$ cat config.mk
export PLATFORM = sky130hd
export DESIGN_NAME = nearest_center_cost_accumulator
export DESIGN_NICKNAME = d
export VERILOG_FILES = /design/src/rtl/core/ncca_pkg.sv /design/src/rtl/core/ncca_ram.sv /design/src/rtl/core/nearest_center_cost_accumulator.sv
export SDC_FILE = /design/constraint.sdc
export NUM_CORES = 2
export LEC_CHECK = 0
export BUFFER_PORTS_ARGS = -buffer_cell sky130_fd_sc_hd__buf_2
export CAP_MARGIN = 20
export CORE_UTILIZATION = 44
export CTS_CLUSTER_SIZE = 30
export DETAILED_ROUTE_END_ITERATION = 8
export PLACE_DENSITY = 0.63
export REMOVE_ABC_BUFFERS = 1
export SYNTH_ARGS = -nofsm -noshare
export SYNTH_HDL_FRONTEND = slang
export SYNTH_SLANG_ARGS = --single-unit
$ cat constraint.sdc
create_clock -name clk -period 9.2 [get_ports clk]
set_input_delay 0.92 -clock clk [delete_from_list [all_inputs] [get_ports clk]]
set_output_delay 0.92 -clock clk [all_outputs]
set_load 0.01 [all_outputs]
$ cat src/rtl/core/ncca_pkg.sv
package ncca_pkg;

	localparam int MAX_CENTERS = 4;
	localparam int MAX_DIMS    = 8;

	localparam int KIND_W  = 2;
	localparam int SLOT_W  = 2;
	localparam int DIM_W   = 3;
	localparam int COORD_W = 16;
	localparam int DIST_W  = 38;
	localparam int COST_W  = 64;
	localparam int CFG_W   = 3;
	localparam int ABS_W   = COORD_W;
	localparam int PROD_W  = 2 * ABS_W;
	localparam int DIM_AW  = (MAX_DIMS > 1) ? $clog2(MAX_DIMS) : 1;

	localparam int S_FIELDS_W = SLOT_W + DIM_W + COORD_W;
	localparam int S_TDATA_W  = ((S_FIELDS_W + 7) / 8) * 8;
	localparam int M_FIELDS_W = DIST_W + COST_W;
	localparam int M_TDATA_W  = ((M_FIELDS_W + 7) / 8) * 8;

	localparam int APB_AW = 3;
	localparam int APB_DW = 32;

	localparam logic [KIND_W-1:0] KIND_LOAD  = 2'd0;
	localparam logic [KIND_W-1:0] KIND_POINT = 2'd1;
	localparam logic [KIND_W-1:0] KIND_CLEAR = 2'd2;

	// register index (byte address is 4 * index)
	localparam logic [APB_AW-3:0] REG_CENTERS_IN_USE = '0;
	localparam logic [CFG_W-1:0]  CENTERS_RESET      = 3'd3;

	typedef struct packed {
		logic point;
		logic last;
		logic clear;
		logic dim_ok;
	} item_ctl_t;

endpackage

$ cat src/rtl/core/ncca_ram.sv
module ncca_ram #(
	parameter int WIDTH = 16,
	parameter int DEPTH = 8,
	localparam int AW = (DEPTH > 1) ? $clog2(DEPTH) : 1
) (
	input  logic             clk,
	input  logic             we,
	input  logic [AW-1:0]    waddr,
	input  logic [WIDTH-1:0] wdata,
	input  logic             re,
	input  logic [AW-1:0]    raddr,
	output logic [WIDTH-1:0] rdata
);

	logic [WIDTH-1:0] mem [DEPTH];

	always_ff @(posedge clk) begin
		if (we) begin
			mem[waddr] <= wdata;
		end
		if (re) begin
			rdata <= mem[raddr];
		end
	end

endmodule

$ cat src/rtl/core/nearest_center_cost_accumulator.sv
// Streams points against up to MAX_CENTERS loaded centers and keeps the k-means cost.
// Requests with tuser 0 load one center coordinate, tuser 1 carry one point coordinate
// (tlast marks the point's final coordinate), tuser 2 clear the total. One request is
// taken per cycle while not stalled; each point coordinate squares its difference to every
// center in parallel, one 16x16 multiplier per center, and a point's final coordinate
// passes every pipeline register before its result is offered. Center coordinates sit
// in one small RAM per center with a registered read, so a coordinate loaded in one cycle
// is seen by a point coordinate in the next. Running distances saturate at 2^38-1; the
// total saturates at 2^64-1 and cost_saturated then stays set until a clear. Nothing on
// the output side stops input requests until every stage is full.
module nearest_center_cost_accumulator import ncca_pkg::*; (
	input  logic                 clk,
	input  logic                 arst_n,
	input  logic                 s_axis_tvalid,
	output logic                 s_axis_tready,
	// center_slot, coord_index, coord_value, zero fill
	input  logic [S_TDATA_W-1:0] s_axis_tdata,
	// kind
	input  logic [KIND_W-1:0]    s_axis_tuser,
	input  logic                 s_axis_tlast,
	output logic                 m_axis_tvalid,
	input  logic                 m_axis_tready,
	// point_min_distance, total_cost, zero fill
	output logic [M_TDATA_W-1:0] m_axis_tdata,
	// cost_saturated
	output logic [0:0]           m_axis_tuser,
	input  logic                 psel,
	input  logic                 penable,
	input  logic                 pwrite,
	input  logic [APB_AW-1:0]    paddr,
	input  logic [APB_DW-1:0]    pwdata,
	output logic [APB_DW-1:0]    prdata,
	output logic                 pready
);

	logic [SLOT_W-1:0]  in_slot;
	logic [DIM_W-1:0]   in_dim;
	logic [COORD_W-1:0] in_value;
	logic               in_dim_ok;
	logic               in_slot_ok;
	logic               accept;
	item_ctl_t          in_ctl;

	logic en2, en3, en4, en_out;

	logic [CFG_W-1:0] cfg_q;

	logic               v_s1;
	item_ctl_t          ctl_s1;
	logic [COORD_W-1:0] value_s1;
	logic [COORD_W-1:0] center_rd [MAX_CENTERS];
	logic [PROD_W-1:0]  prod [MAX_CENTERS];

	logic              v_s2;
	item_ctl_t         ctl_s2;
	logic [PROD_W-1:0] prod_s2 [MAX_CENTERS];
	logic [DIST_W-1:0] partial_q [MAX_CENTERS];
	logic [DIST_W-1:0] upd [MAX_CENTERS];

	logic              v_s3;
	logic              clear_s3;
	logic [DIST_W-1:0] dist_s3 [MAX_CENTERS];
	logic [DIST_W-1:0] best;

	logic              v_s4;
	logic              clear_s4;
	logic [DIST_W-1:0] min_s4;

	logic              out_v_q;
	logic [DIST_W-1:0] min_q;
	logic [COST_W-1:0] cost_q;
	logic              sat_q;
	logic [COST_W:0]   cost_sum;
	logic [COST_W-1:0] cost_next;

	assign in_slot  = s_axis_tdata[SLOT_W-1:0];
	assign in_dim   = s_axis_tdata[SLOT_W+DIM_W-1:SLOT_W];
	assign in_value = s_axis_tdata[S_FIELDS_W-1:SLOT_W+DIM_W];

	assign in_dim_ok  = {1'b0, in_dim} < (DIM_W + 1)'(MAX_DIMS);
	assign in_slot_ok = {1'b0, in_slot} < (SLOT_W + 1)'(MAX_CENTERS);

	assign in_ctl.point  = (s_axis_tuser == KIND_POINT);
	assign in_ctl.last   = (s_axis_tuser == KIND_POINT) && s_axis_tlast;
	assign in_ctl.clear  = (s_axis_tuser == KIND_CLEAR);
	assign in_ctl.dim_ok = in_dim_ok;

	// stall chain: a stage moves when the one after it is empty or moving
	assign en_out        = v_s4 && (!out_v_q || m_axis_tready);
	assign en4           = v_s3 && (!v_s4 || en_out);
	assign en3           = v_s2 && (!v_s3 || en4);
	assign en2           = v_s1 && (!v_s2 || en3);
	assign s_axis_tready = !v_s1 || en2;
	assign accept        = s_axis_tvalid && s_axis_tready;

	// configuration
	assign pready = 1'b1;
	assign prdata = (paddr[APB_AW-1:2] == REG_CENTERS_IN_USE) ? APB_DW'(cfg_q) : '0;

	always_ff @(posedge clk or negedge arst_n) begin
		if (!arst_n) begin
			cfg_q <= CENTERS_RESET;
		end else if (psel && penable && pwrite && pready
				&& paddr[APB_AW-1:2] == REG_CENTERS_IN_USE) begin
			cfg_q <= pwdata[CFG_W-1:0];
		end
	end

	// center store, one RAM per center, read on every accepted request
	for (genvar c = 0; c < MAX_CENTERS; c++) begin : g_center
		logic we;

		assign we = accept && (s_axis_tuser == KIND_LOAD) && in_slot_ok && in_dim_ok
			&& (in_slot == SLOT_W'(c));

		ncca_ram #(
			.WIDTH(COORD_W),
			.DEPTH(MAX_DIMS)
		) u_ram (
			.clk  (clk),
			.we   (we),
			.waddr(in_dim[DIM_AW-1:0]),
			.wdata(in_value),
			.re   (accept),
			.raddr(in_dim[DIM_AW-1:0]),
			.rdata(center_rd[c])
		);
	end

	// stage 1: difference, magnitude, square
	always_comb begin
		logic signed [COORD_W:0] diff;
		logic        [COORD_W:0] mag;
		for (int c = 0; c < MAX_CENTERS; c++) begin
			diff = signed'({center_rd[c][COORD_W-1], center_rd[c]})
				- signed'({value_s1[COORD_W-1], value_s1});
			mag = diff[COORD_W] ? (COORD_W + 1)'(-diff) : diff;
			prod[c] = mag[ABS_W-1:0] * mag[ABS_W-1:0];
		end
	end

	// stage 2: saturating accumulate into the running distances
	always_comb begin
		logic [DIST_W:0] sum;
		for (int c = 0; c < MAX_CENTERS; c++) begin
			sum = {1'b0, partial_q[c]} + (DIST_W + 1)'(prod_s2[c]);
			if (!ctl_s2.dim_ok) begin
				upd[c] = partial_q[c];
			end else if (sum[DIST_W]) begin
				upd[c] = '1;
			end else begin
				upd[c] = sum[DIST_W-1:0];
			end
		end
	end

	// stage 3: nearest center among those in use (0 acts as 1, above max as max)
	always_comb begin
		best = dist_s3[0];
		for (int c = 1; c < MAX_CENTERS; c++) begin
			if ((CFG_W + 2)'(c) < {2'b00, cfg_q} && dist_s3[c] < best) begin
				best = dist_s3[c];
			end
		end
	end

	assign cost_sum  = {1'b0, cost_q} + (COST_W + 1)'(min_s4);
	assign cost_next = cost_sum[COST_W] ? '1 : cost_sum[COST_W-1:0];

	always_ff @(posedge clk or negedge arst_n) begin
		if (!arst_n) begin
			v_s1    <= 1'b0;
			v_s2    <= 1'b0;
			v_s3    <= 1'b0;
			v_s4    <= 1'b0;
			out_v_q <= 1'b0;
			cost_q  <= '0;
			sat_q   <= 1'b0;
			for (int c = 0; c < MAX_CENTERS; c++) begin
				partial_q[c] <= '0;
			end
		end else begin
			if (accept) begin
				v_s1 <= 1'b1;
			end else if (en2) begin
				v_s1 <= 1'b0;
			end

			if (en2) begin
				v_s2 <= 1'b1;
			end else if (en3) begin
				v_s2 <= 1'b0;
			end

			// only final coordinates and clears go past the accumulator
			if (en3) begin
				v_s3 <= ctl_s2.last || ctl_s2.clear;
				if (ctl_s2.point) begin
					for (int c = 0; c < MAX_CENTERS; c++) begin
						partial_q[c] <= ctl_s2.last ? '0 : upd[c];
					end
				end
			end else if (en4) begin
				v_s3 <= 1'b0;
			end

			if (en4) begin
				v_s4 <= 1'b1;
			end else if (en_out) begin
				v_s4 <= 1'b0;
			end

			if (en_out) begin
				out_v_q <= !clear_s4;
				if (clear_s4) begin
					cost_q <= '0;
					sat_q  <= 1'b0;
				end else begin
					cost_q <= cost_next;
					sat_q  <= sat_q || (cost_next == '1);
				end
			end else if (m_axis_tready) begin
				out_v_q <= 1'b0;
			end
		end
	end

	always_ff @(posedge clk) begin
		if (accept) begin
			ctl_s1   <= in_ctl;
			value_s1 <= in_value;
		end
		if (en2) begin
			ctl_s2 <= ctl_s1;
			for (int c = 0; c < MAX_CENTERS; c++) begin
				prod_s2[c] <= prod[c];
			end
		end
		if (en3) begin
			clear_s3 <= ctl_s2.clear;
			for (int c = 0; c < MAX_CENTERS; c++) begin
				dist_s3[c] <= upd[c];
			end
		end
		if (en4) begin
			clear_s4 <= clear_s3;
			min_s4   <= best;
		end
		if (en_out && !clear_s4) begin
			min_q <= min_s4;
		end
	end

	assign m_axis_tvalid = out_v_q;
	assign m_axis_tdata  = {(M_TDATA_W - M_FIELDS_W)'(0), cost_q, min_q};
	assign m_axis_tuser  = sat_q;

endmodule

Word level (Yosys, flattened, before mapping)
Memory sizes are Yosys's and may differ from the RTL's. A register that Yosys moved wholly into a read port is not among the register bits.
Index checks and enable logic that the tools add are counted.
- $add $sub $neg: 13
- multiply operators: 4
- div/mod/pow operators: 0
- order comparisons: 6
- equality and inequality tests: 6
- shifts and indexed selects: 0
- mux-type cells: 41
- bitwise operators: 1
- reduce and logical (&&, ||, !) cells: 39
- operators with widths (kind ; number):
    38-bit 2-to-1 mux ; 11
    38-bit by 32-bit adder with 39-bit output ; 4
    16-bit by 16-bit multiplier with 32-bit output ; 4
    64-bit 2-to-1 mux ; 2
    38-bit < comparator ; 3
    16-bit by 16-bit subtractor with 17-bit output ; 4
    64-bit by 38-bit adder with 65-bit output ; 1
    64-bit equality test, second input constant ; 1
    16-bit 2-to-1 mux ; 4
    16-bit negation ; 4
    1-bit 2-to-1 mux ; 23
    1-bit logical AND ; 18
    2-bit nonzero test ; 5
    1-bit logical OR ; 7
    2-bit equality test, second input constant ; 3
    1-bit zero test ; 6
    2-bit by 3-bit < comparator with 1-bit output, first input constant ; 2
    2-bit by 1-bit equality test with 1-bit output, second input constant ; 2
    2-bit zero test ; 2
    1-bit by 3-bit < comparator with 1-bit output, first input constant ; 1
    3-bit 2-to-1 mux ; 1
    2-bit AND reduction ; 1
    1-bit NOT ; 1
- bits in registers: 325
- bits in latches: 0
- RAM bits: 792
- bits in read-only memories: 0
- bits of input ports: 69
- output and inout port bits: 140
- logic and storage cells: 139
- memories kept: 6
- memories (name ; depth ; width ; rd ports ; clocked after memory_dff ; write ports ; line ; RTL):
    dist_s3 ; 4 ; 38 ; 4 ; 0 ; 4 ; nearest_center_cost_accumulator.sv:62 ; logic [DIST_W-1:0] dist_s3 [MAX_CENTERS];
    g_center[0].u_ram.mem ; 8 ; 16 ; 1 ; 1 ; 1 ; ncca_ram.sv:15 ; logic [WIDTH-1:0] mem [DEPTH];
    g_center[1].u_ram.mem ; 8 ; 16 ; 1 ; 1 ; 1 ; ncca_ram.sv:15 ;
    g_center[2].u_ram.mem ; 8 ; 16 ; 1 ; 1 ; 1 ; ncca_ram.sv:15 ;
    g_center[3].u_ram.mem ; 8 ; 16 ; 1 ; 1 ; 1 ; ncca_ram.sv:15 ;
    prod_s2 ; 4 ; 32 ; 4 ; 0 ; 4 ; nearest_center_cost_accumulator.sv:56 ; logic [PROD_W-1:0] prod_s2 [MAX_CENTERS];

Depth between registers and ports, before layout
- word-level depth: 15
- mapped depth: 44
- gate-level depth less buffers: 42

Cells and area by module
From an unflattened synthesis, not the netlist that was laid out.
- cell total of the unflattened synthesis: 7823
- area total of the unflattened synthesis: 88044.4 um^2
- by module, submodules not included (module ; instances ; cells an instance ; area each (um^2) ; seq. area each (um^2)):
    nearest_center_cost_accumulator ; 1 ; 6967 ; 66228.5 ; 16923.7
    ncca_ram ; 4 ; 214 ; 5454.0 ; 4324.1

Worst setup path after synthesis
No wires, ideal clock.
- path kind: register -> register
- from: reg value_s1[0]
- to: mem prod_s2[1][25] (netlist name) (data pin)
- setup time: 259 ps
- arrival time: 9227 ps
- required time: 8941 ps
- setup slack: -286 ps
- stages on the path, launching flop included: 38
- buffers on the path: 1
- clock period less this slack: 9486 ps
- cells stage by stage: edfxtp_1 ha_1 fa_1 nor2b_1 o31a_1 o221ai_2 a21oi_2 a311oi_1 or4_4 a31o_2 buf_2 nand2_1 xor2_2 clkinv_1 nand2_1 inv_1 fa_1 inv_1 [... 2 more ...] fa_1 inv_1 fa_1 fa_1 fa_1 inv_1 ha_1 and2_1 o21ai_0 o31ai_1 o41ai_1 o21ai_1 a21o_1 a2111oi_0 nor3_1 a21o_1 a21oi_1 xnor2_1
- RTL lines (element ; line ; RTL):
    from (decl) ; nearest_center_cost_accumulator.sv:50 ; logic [COORD_W-1:0] value_s1;
    from (signal assigned) ; nearest_center_cost_accumulator.sv:231 ; value_s1 <= in_value;
    to (decl) ; nearest_center_cost_accumulator.sv:56 ;

==> flow_metrics.py <==
metrics = {
    "layout": {
        "fin_util": 0.516,
        "ff_latch_area_um2": 34200,
        "multiInputGateArea_um2": 48300,
        "num_antenna_cells": 0,
        "nets": 10200,
        "drive_above_1_share": 0.166,
        "fill_cells": 17200,
        "layoutNonFillerInstCount": 11500,
        "area_delta_synth_final_pct": 16.4,
    },
    "synth": {
        "synth_flop_cell": "edfxtp_1",
        "yosysSeqAreaShare": 0.395,
        "synth-edff-count": 952,
        "synth_area_per_cell_um2": 10.8,
        "syn_inst": 8017,
        "yosys_warnings": 0,
        "synthTopCellsByArea": "edfxtp_1 33%, fa_1 15%, ha_1 11%",
        "synth.distinct_cells": 110,
        "synth_seq_cells": 1177,
        "synth_area_um2": 86500,
        "netlist_top_cells_count": "1143 x inv_1, 952 x edfxtp_1, 730 x ha_1",
        "synth_top_area_share": 0.330,
        "yosysTopAreaCell": "edfxtp_1",
        "synth.most_common_cell": "inv_1",
        "async_flop_share": 0.191,
    },
    "placed_design": {
        "dp.cells": 11200,
        "dp_hpwl_um": 173000,
        "gp_congestion": 0.927,
        "numPortBuffers": 142,
    },
    "clocking": {
        "h-tree-depth": 4,
        "tritoncts": "built",
        "numClockSinks": 1177,
        "clkTransAtPathRegs_ps": 60,
        "clock_latency_ps": 790,
        "cts-buffers-inserted": 130,
        "cts-root-buf": "clkbuf_16",
        "clock_tree.buffer_depth": 3,
    },
    "critical_path": {
        "critPathCaptureType": "register",
        "startpoint_type": "register",
        "worstSetupPathType": "register to register",
        "cp_max_fo": 4,
        "cp_common_cell": "fa_1",
        "cp_slowest_stage_delay_ps": 550,
        "slowest_stage": "fa_1",
        "critPathArrivalTime_ps": 9700,
        "worstPathRequired_ps": 9720,
    },
    "timing": {
        "timing.final.crit_share": 0.998,
        "fmax_ghz": 0.109,
        "fin_skew_ps": 44.0,
        "final.setup.tns_ps": 0,
        "setup_violations": 0,
        "finalMaxSlewViolations": 0,
        "post-route-min-period_ps": 9180,
        "slew_headroom": 0.305,
        "hold_slack_ps": 120,
        "hold_violations": 0,
        "rsz0062_at_grt": "true",
        "tightestPinTransition_ps": 1040,
    },
    "floorplan": {
        "core_um2": 195000,
        "start_util": 0.443,
        "num_rows": 162,
        "ios": 209,
        "dieArea_um2": 198000,
        "die_w_um": 445,
        "die_h_um": 445,
    },
    "route": {
        "drtIter0Drc": 4196,
        "ant_nets": 0,
        "dr.pass1.iters": 6,
        "num_vias": 61900,
        "wl_um": 229000,
        "viasPerCell": 5.38,
        "routedWlPerCell_um": 19.9,
        "drc": 0,
    },
    "grt": {
        "grt_start_max_net_pins": 84,
        "grt_pass1_vias": 62900,
        "grtUsageTotal": 0.229,
        "grt_overflow": 0,
        "grt_pass1_wl_um": 355000,
        "antenna_found_initial": 3,
    },
    "run_status": {
        "status": "finished, final reports clean",
    },
    "worst_hold_path": {
        "hp-class": "primary input to async pin",
    },
    "run": {
        "timing.max_cap.violations": 0,
    },
}
==> placed cells by master (no fill, tap or decap), types with 55 or more instances in the layout <==
master,synthesis,routed
nor2_1,620,589
fa_1,653,637
o21a_1,73,71
nor2b_1,66,64
a21oi_1,397,367
a31oi_1,63,55
inv_1,1143,1117
nand3_1,99,97
and3_1,64,60
ha_1,730,707
nand2_1,548,520
buf_2,26,141
clkbuf_16,0,132
nor3_1,107,99
xnor2_1,241,224
dfrtp_1,223,223
a22oi_1,260,260
buf_4,34,664
nand4_1,114,114
o21ai_0,230,213
xor2_1,128,122
nand2b_1,103,100
a22o_1,120,120
edfxtp_1,952,952
a21o_1,195,193
==> flip-flops by register name, indices dropped and copies added, names as in the netlist, 3 cells and up <==
signal                count
g_center.u_ram.rdata     64
ctl_s1                    3
partial_q               152
prod_s2                 124
g_center.u_ram.mem      512
value_s1                 16
min_s4                   38
cost_q                   64
cfg_q                     3
dist_s3                 152
ctl_s2                    3
min_q                    38
==> layer usage <==
metal | vias to the layer above | GRT usage | routed length [µm]
li1 | 29300 | - | -
met4 | 2 | 0.0699 | 7110
met3 | 335 | 0.0299 | 12400
met5 | - | 0 | 13
met2 | 1746 | 0.384 | 109000
met1 | 30500 | 0.308 | 100000
==> logic make-up (layout without fill, tap and decap cells) <==
| group | after synthesis | count (layout) | share of synthesized area |
|---|---|---|---|
| AO/OA/AOI/OAI | 1662 | 1663 | 0.131 |
| other | 2 | 32 | 0.0000868 |
| AND/OR/NAND/NOR | 1921 | 1921 | 0.104 |
| multiplexers | 53 | 53 | 0.00626 |
| flip-flops | 1177 | 1177 | 0.395 |
| adder cells (fa/ha/maj) | 1383 | 1383 | 0.257 |
| buffers and inverters | 1426 | 2253 | 0.0637 |
| XOR/XNOR | 393 | 393 | 0.0421 |
==> layout make-up <==
class | instances | area share
Tap cell | 2624 | 0.0326
Multi-Input combinational cell | 5445 | 0.479
Clock buffer | 158 | 0.0342
Clock inverter | 79 | 0.00880
Timing Repair Buffer | 842 | 0.0615
Sequential cell | 1177 | 0.340
Inverter | 1174 | 0.0439
==> critical path, delay by kind of cell (launching register included) <==
kind	cells	cell delay, ps
flops	1	400
xor+xnor	1	150
mux	1	140
fa+ha+maj	9	3830
compound gates	14	2500
simple gates	5	730
buf+inv	11	1150
==> metrics by stage <==
stage	cell area [µm²]	worst slack, ps
finish	101000	21.8
global route	101000	-352
CTS	99000	-90.0
detailed placement	94300	-379
global placement	94300	-280
floorplan	85500	-3800
==> path summary, 6_finish.rpt <==
| path | startpoint | end | slack, ps | cells past startpoint |
|---|---|---|---|---|
| setup / recovery | value_s1[0] | prod_s2[0][31] | 20 | 41 |
| hold / removal | arst_n | cost_q[63] | 120 | 1 |
| setup reg to reg | value_s1[0] | prod_s2[0][31] | 20 | 41 |
| hold reg to reg | clear_s3 | clear_s4 | 440 | 0 |
| max in group asynchronous | arst_n | partial_q[105] | 7750 | 2 |
| min in group clk | pwdata[2] | cfg_q[2] | 380 | 2 |
==> repair_timing <==
action / 4_1_cts / 5_1_grt
gates cloned: 1 / 0
endpoints found under the setup margin: 23 / 78
hold buffers: 0 / 0
pin swaps: 23 / 167
setup buffers: 11 / 78
resized for setup: 51 / 292
Power is left out: the tool's default activity adds up to more than one toggle a clock period on the data nets, which glitch-free logic cannot reach.
